`src/sv/bbe_pkg.sv`:
```
`default_nettype none
package bbe_pkg;
    localparam int DegreeDefault = 3;
    localparam int KnotsDefault  = 64;
    localparam int KnotW  = 32;
    localparam int BasisW = 31;
    localparam int IdxW   = 2;
    localparam int SpanW  = 6;
    localparam int KiW    = 6;

    typedef enum logic {
        OP_WRITE = 1'b0,
        OP_EVAL  = 1'b1
    } op_t;

    // 64-bit dividend / 33-bit divisor, quotient kept to 64 bits
    typedef struct packed {
        logic        start;
        logic [63:0] dividend;
        logic [32:0] divisor;
    } div_req_t;

    typedef struct packed {
        logic        done;
        logic [63:0] quotient;
    } div_rsp_t;

    typedef enum logic [3:0] {
        ST_IDLE,
        ST_LREAD,
        ST_RREAD,
        ST_DIFF,
        ST_DENOM,
        ST_DIVWAIT,
        ST_MUL_R,
        ST_MUL_RH,
        ST_MUL_L,
        ST_MUL_LH,
        ST_ACC,
        ST_NEXTJ,
        ST_OUT
    } state_t;
endpackage
`default_nettype wire

```
`src/sv/bbe_div.sv`:
```
`default_nettype none
module bbe_div
    import bbe_pkg::*;
(
    input  wire      clk,
    input  wire      rst_n,
    input  div_req_t req,
    output div_rsp_t rsp
);
    // restoring radix-2, one quotient bit a cycle
    logic [63:0] quo_reg, quo_next;
    logic [33:0] rem_reg, rem_next;
    logic [32:0] dvs_reg, dvs_next;
    logic [6:0]  cnt_reg, cnt_next;
    logic        busy_reg, busy_next, done_reg, done_next;
    logic [33:0] trial;

    always_comb
    begin
        quo_next  = quo_reg;
        rem_next  = rem_reg;
        dvs_next  = dvs_reg;
        cnt_next  = cnt_reg;
        busy_next = busy_reg;
        done_next = 1'b0;
        trial     = {rem_reg[32:0], quo_reg[63]} - {1'b0, dvs_reg};
        if (req.start)
        begin
            quo_next  = req.dividend;
            rem_next  = '0;
            dvs_next  = req.divisor;
            cnt_next  = 7'd64;
            busy_next = 1'b1;
        end
        else if (busy_reg)
        begin
            if (!trial[33])
            begin
                rem_next = trial;
                quo_next = {quo_reg[62:0], 1'b1};
            end
            else
            begin
                rem_next = {rem_reg[32:0], quo_reg[63]};
                quo_next = {quo_reg[62:0], 1'b0};
            end
            cnt_next = cnt_reg - 7'd1;
            if (cnt_reg == 7'd1)
            begin
                busy_next = 1'b0;
                done_next = 1'b1;
            end
        end
    end

    always_ff @(posedge clk or negedge rst_n)
    begin
        if (!rst_n)
        begin
            busy_reg <= 1'b0;
            done_reg <= 1'b0;
            cnt_reg  <= '0;
        end
        else
        begin
            busy_reg <= busy_next;
            done_reg <= done_next;
            cnt_reg  <= cnt_next;
        end
    end

    always_ff @(posedge clk)
    begin
        quo_reg <= quo_next;
        rem_reg <= rem_next;
        dvs_reg <= dvs_next;
    end

    assign rsp.done     = done_reg;
    assign rsp.quotient = quo_reg;
endmodule
`default_nettype wire

```
`config.mk`:
```
export PLATFORM = sky130hd
export DESIGN_NAME = bbe_div
export DESIGN_NICKNAME = d
export VERILOG_FILES = /design/src/sv/bbe_pkg.sv /design/src/sv/bbe_div.sv
export SDC_FILE = /design/constraint.sdc
export NUM_CORES = 1
export LEC_CHECK = 0
export ABC_AREA = 1
export BUFFER_PORTS_ARGS = -buffer_cell sky130_fd_sc_hd__buf_2
export CORE_MARGIN = 3
export CORE_UTILIZATION = 56
export CTS_CLUSTER_DIAMETER = 150
export DETAILED_ROUTE_END_ITERATION = 10
export GPL_TIMING_DRIVEN = 0
export PLACE_DENSITY_LB_ADDON = 0.08
export SETUP_SLACK_MARGIN = 0.05
export SLEW_MARGIN = 20
export SYNTH_ARGS = -nofsm -noshare
export SYNTH_HDL_FRONTEND = slang
export SYNTH_SLANG_ARGS = --single-unit
```
`constraint.sdc`:
```
create_clock -name clk -period 2.89 [get_ports clk]
set_input_delay 0.1445 -clock clk [delete_from_list [all_inputs] [get_ports clk]]
set_output_delay 0.1445 -clock clk [all_outputs]
set_load 0.02 [all_outputs]
```
==> flow_summary_export.csv, run 1 <==
group,metric,value,unit
layout,antenna-diode-count,0,
synth,synth-adder-area-share,5.33,%
clock_network,cts_tree,"yes",
worst_setup_path,worstSetupPathType,"flop to flop",
layout,drive_gt1_share,16.0,%
layout,seq_area,0.00380,mm²
synth,synth.top_cell.area_share,33.9,%
clock_network,ctsResizeCount,0,
route,drtIter0Drc,566,
synth,ys_types,36,
timing,final.setup.tns,0,ns
timing,worstMarginPinSlew,0.860,ns
clock_network,worstSkewPairLatency,0.43,ns
job,maxCapViolCount,0,
die,ios,165,
worst_hold_path,min_from,"req[59]",
timing,holdWs,0.00989,ns
layout,fillers,1138,
route,ant_nets,0,
worst_setup_path,timing.rr.start,"quo_reg[63]",
synth,syn_nets,1336,
route,wl_per_cell,15.1,µm
clock_network,hold_buffers,86,
timing,report.final.hold_viol_count,0,
die,die_w,130,µm
worst_hold_path,min-delay-path-class,"input port to flop",
clock_network,clkTransAtPathRegs,0.07,ns
worst_setup_path,r2r_cells,17,
clock_network,ctsHtreeMaxLevel,4,
synth,yosys.area.top_type,"edfxtp_1",
synth,syn_avg_cell_area,7.16,µm²
synth,synth_warnings,0,
place,finalWeightedCongestion,0.987,
outcome,status,"finished, final reports clean",
timing,period_needed,2.47,ns
layout,largest_reg_flops,64,
die,die_h,130,µm
clock_network,cts-root-buf,"clkbuf_16",
global_routing,grt_use_total,30.5,%
route,via_per_inst,5.11,
worst_hold_path,whs_path_depth,3,
layout,fin_nets,1606,
timing,finalCritPeriodShare,85.5,%
timing,slew_headroom,42.7,%
worst_setup_path,r2r_slack,0.42,ns
route,drc,0,
timing,slew_violations,0,
timing,fmax,0.405,GHz
global_routing,grt_max_degree,45,
synth,synthArstFlopShare,6.47,%
clock_network,cts_buffer_depth,2,
worst_hold_path,min_to,"quo_reg[26]",
synth,synth.area.top_cells,"edfxtp_1 (34%), nand2_1 (23%), inv_1 (9.0%), dfxtp_1 (7.7%), nand3_1 (5.7%)",
synth,synth-simple-area-share,35.5,%
global_routing,grt_pass1_vias,8392,
clock_network,cts.sinks,139,
global_routing,grt_overflow,0,
synth,synth_cells,1200,
pwr,irDropWorstVdd,0.463,mV
layout,mostFrequentLayoutCell,"nand2_1",
synth,synthFlopType,"edfxtp_1",
clock_network,post_cts_buffers,0,
place,portBuffers,164,
timing,finalSetupViolCount,0,
worst_setup_path,crit_path_end_kind,"flop",
route,vias,8516,
pwr,p_leak,6.11,nW
synth,synth_top_family_by_area,"simple AND/OR/NAND/NOR gates",
worst_setup_path,reg2reg_to,"rem_reg[24]",
route,wl,25.2,mm
synth,seq_area_frac_synth,44.2,%
synth,synth_compound_area_share,2.30,%
timing,rsz0062_at_grt,"no",
synth,synth-edff-count,97,
die,core-area,0.0148,mm²
die,die_area,0.0169,mm²
worst_setup_path,cp.arrival,2.78,ns
layout,area_delta_synth_final,29.0,%
place,dp_hpwl,17.6,mm
clock_network,numCtsBuffers,17,
die,row_count,44,
worst_setup_path,worstPathRequired,3.20,ns
timing,skew,0.00882,ns
layout,most-common-layout-cells,"nand2_1 (532), inv_1 (206), buf_2 (168)",
worst_setup_path,critPathLaunchType,"flop",
layout,multiInputGateArea,0.00384,mm²
worst_setup_path,cp_max_fo,3,
route,drtPass1Iterations,6,
synth,synth_xor_area_share,1.63,%
synth,synth_mux_area_share,0,%
global_routing,grt_antenna_before_repair,0,
synth,ys_seq_elements,139,
die,initial_utilization,58.3,%
pwr,power_density,684,mW/mm²
synth,syn_area,0.00859,mm²
global_routing,grt_pass1_wl,40.3,mm
worst max-delay path, stage by stage (launching register included):
cell and delay (ns):
edfxtp_1 0.35, inv_1 0.06, ha_1 0.23, fa_1 0.43, inv_1 0.12, nand2_1 0.06
nand2_1 0.07, nand3_1 0.07, nand2_1 0.15, nand2_1 0.08, nand2_1 0.20, nand3_1 0.17
nand2_1 0.10, nand2_1 0.05, nand2_1 0.06, nand2_1 0.05, nand3_1 0.07, nand2_1 0.06
worst max-delay path by stage:
| stage | from | end | depth (start not counted) |
|---|---|---|---|
| 4_1_cts | quo_reg[63] | rem_reg[24] | 17 |
| 5_1_grt | quo_reg[63] | rem_reg[24] | 17 |
| 3_5_place_dp | quo_reg[63] | rem_reg[24] | 17 |
| 6_report | quo_reg[63] | rem_reg[24] | 17 |
| 3_3_place_gp | req[97] | quo_reg[18] | 4 |
| 2_1_floorplan | busy_reg | quo_reg[0] | 2 |
where the power goes:
part	switching, mW	internal [mW]	total (mW)
logic	1.81	1.05	2.86
registers	0.193	2.44	2.63
clock network	0.960	1.13	2.09
total	2.96	4.62	7.58
cell type report:
type                       count  area share, %
clock buffer                  17           3.84
multi-input combinational    820           34.7
timing repair buffer         251           15.4
buffer                        31           1.47
sequential                   139           34.3
clock inverter                15           1.17
tap                          184           2.08
inverter                     210           7.13
cells by family (layout without fill, tap and decap cells):
logic type / after synthesis / count (layout)
flip-flops: 139 / 139
AND/OR/NAND/NOR: 732 / 732
XOR/XNOR: 16 / 16
AO/OA/AOI/OAI: 36 / 36
adder cells (fa/ha/maj): 36 / 36
buffers and inverters: 241 / 524
routing by layer:
layer	vias to the layer above	global-route usage, %	routed length (µm)
li1	4247	-	-
met1	3854	37.1	10300
met2	359	53.3	12300
met3	56	7.12	1860
met4	0	10.6	703
met5	-	0	0
cells in the mapped netlist (2+ instances only):
master	instances
nor2_2	2
nor3_1	7
nor2_1	48
nand3b_1	5
nand3_1	98
a21oi_1	22
buf_2	4
dfxtp_1	33
nand2_2	14
o21bai_1	3
edfxtp_1	97
and2_1	3
inv_2	3
xnor2_1	12
ha_1	35
nand3_2	3
nor2_4	2
nand2_1	532
xor2_1	4
o21ai_0	6
nor4_1	2
inv_1	207
nand4_1	10
buf_6	3
nand2_4	5
dfrtp_1	9
buf_4	2
clkbuf_1	21
stage by stage:
stage	util, %	setup WS, ns	cell area (µm²)	total power, mW	instances
after CTS	75.1	0.434	11100	7.54	1667
after global routing	75.1	0.201	11100	8.06	1667
after floorplan	-	0.708	8590	4.64	1200
after global placement	65.4	-0.676	9650	5.31	1548
final	75.1	0.420	11100	7.58	1667
after detailed placement	65.5	0.474	9670	5.37	1549
No activity file was read; power rests on OpenSTA's default activity.
==> run 2: changes to the inputs <==
--- a/config.mk
+++ b/config.mk
@@ -7,8 +7,10 @@
 export LEC_CHECK = 0
 export ABC_AREA = 1
 export BUFFER_PORTS_ARGS = -buffer_cell sky130_fd_sc_hd__buf_2
+export CELL_PAD_IN_SITES_DETAIL_PLACEMENT = 0
+export CELL_PAD_IN_SITES_GLOBAL_PLACEMENT = 1
 export CORE_MARGIN = 3
-export CORE_UTILIZATION = 56
+export CORE_UTILIZATION = 40
 export CTS_CLUSTER_DIAMETER = 150
 export DETAILED_ROUTE_END_ITERATION = 10
 export GPL_TIMING_DRIVEN = 0
==> flow_summary_export.csv, run 2 (synthesized netlist as in run 1, its figures left out) <==
group,metric,value,unit
worst_setup_path,cp.arrival,2.64,ns
clock_network,clkTransAtPathRegs,0.07,ns
timing,setup_slack,0.407,ns
clock_network,cts-root-buf,"clkbuf_16",
route,via_per_inst,4.56,
global_routing,grt_use_total,20.7,%
clock_network,cts_tree,"yes",
timing,finalSetupViolCount,0,
timing,period_needed,2.48,ns
clock_network,ctsHtreeMaxLevel,4,
place,portBuffers,164,
timing,slew_headroom,41.0,%
route,drtPass1Iterations,5,
pwr,p_sw_share,38.0,%
layout,area_delta_synth_final,31.9,%
place,pre_cts_slack,0.423,ns
pwr,irDropWorstVdd,0.435,mV
clock_network,numCtsBuffers,17,
timing,finalCritPeriodShare,85.9,%
layout,fin_nets,1616,
die,die_area,0.0233,mm²
global_routing,grt_overflow,0,
pwr,seq_power_share,33.9,%
global_routing,grt_pass1_wl,39.5,mm
timing,skew,0.0148,ns
layout,drive_gt1_share,15.9,%
die,initial_utilization,41.5,%
pwr,clkPwrFrac,29.5,%
route,wl_per_cell,13.7,µm
route,drc,0,
worst_setup_path,r2r_slack,0.41,ns
job,maxCapViolCount,0,
clock_network,hold_buffers,96,
pwr,power_density,683,mW/mm²
clock_network,cts.sinks,139,
global_routing,grt_max_degree,36,
route,ant_nets,0,
route,vias,8038,
timing,report.final.hold_viol_count,0,
global_routing,grt_pass1_vias,7927,
worst_setup_path,cp_max_fo,10,
layout,mostFrequentLayoutCell,"nand2_1",
clock_network,worstSkewPairLatency,0.43,ns
worst_hold_path,min-delay-path-class,"input port to flop",
route,drtIter0Drc,499,
place,finalWeightedCongestion,0.864,
clock_network,cts_buffer_depth,2,
pwr,combinationalPowerShare,36.6,%
timing,rsz0062_at_grt,"no",
die,die_w,153,µm
worst_setup_path,crit_path_end_kind,"flop",
layout,antenna-diode-count,0,
timing,worstMarginPinSlew,0.885,ns
place,dp_hpwl,18.2,mm
worst_setup_path,worstPathRequired,3.05,ns
global_routing,grt_antenna_before_repair,0,
die,row_count,52,
clock_network,ctsResizeCount,0,
die,die_h,153,µm
route,wl,24.2,mm
clock_network,post_cts_buffers,0,
layout,largest_reg_flops,64,
die,ios,165,
pwr,finalPower,7.74,mW
pwr,p_leak,6.16,nW
die,core-area,0.0207,mm²
timing,fmax,0.403,GHz
outcome,status,"finished, final reports clean",
pwr,switchingPower,2.94,mW
timing,slew_violations,0,
layout,most-common-layout-cells,"nand2_1 (532), inv_1 (206), buf_2 (168)",
pwr,internal-power,4.80,mW
worst_setup_path,critPathLaunchType,"flop",
worst_setup_path,worstSetupPathType,"flop to flop",
==> run 2: layer usage <==
metal,track usage [%],routed length [µm],vias to the layer above
met5,0,0,-
met4,4.58,303,0
met3,4.88,1310,18
met2,35.0,11300,196
met1,27.3,11300,3554
li1,-,-,4270
==> run 2: power groups by stage <==
stage | registers [mW] | logic [mW] | clock network [mW]
6_report | 2.62 | 2.83 | 2.29
5_1_grt | 2.66 | 3.22 | 2.40
4_1_cts | 2.62 | 2.85 | 2.33
3_5_place_dp | 2.66 | 2.74 | 0
3_3_place_gp | 2.66 | 2.72 | 0
2_1_floorplan | 2.75 | 1.88 | 0
==> run 2: path summary, 6_finish.rpt <==
kind,from,depth (start not counted),end
min in group asynchronous,rst_n,2,cnt_reg[0]
setup reg to reg,dvs_reg[26],11,quo_reg[0]
setup / recovery,dvs_reg[26],11,quo_reg[0]
max in group asynchronous,rst_n,2,cnt_reg[3]
hold reg to reg,rem_reg[4],2,rem_reg[4]
hold / removal,req[96],3,quo_reg[63]
==> run 2: worst max-delay path, stage by stage (launching register included) <==
cell and delay, ns:
edfxtp_1 0.33, inv_1 0.05, ha_1 0.36, a21oi_1 0.31, nor2_1 0.10, o21ai_0 0.15, nand2_1 0.11, nor2_4 0.18
nand3_2 0.21, nand2_4 0.16, buf_8 0.18, o21ai_1 0.08
==> run 2: area by class of cell <==
type	instances	area (µm²)
clock inverters	14	174
plain buffers	31	163
clock buffers	17	425
inverters	210	791
well taps	270	338
multi-input cells	820	3840
fillers	2035	9350
flip-flops and latches	139	3800
repair buffers	261	1800
==> run 2: per-stage QoR <==
step / utilization [%] / hold slack, ns / cell area [µm²] / TNS (ns) / instances
global route: 54.8 / 0.0346 / 11300 / 0 / 1762
CTS: 54.8 / 0.00480 / 11300 / 0 / 1762
global placement: 47.1 / 0.0105 / 9750 / -58.97 / 1634
floorplan: - / -0.151 / 8590 / 0 / 1200
finish: 54.8 / 0.0121 / 11300 / 0 / 1762
detailed placement: 47.2 / 0.00983 / 9780 / 0 / 1635
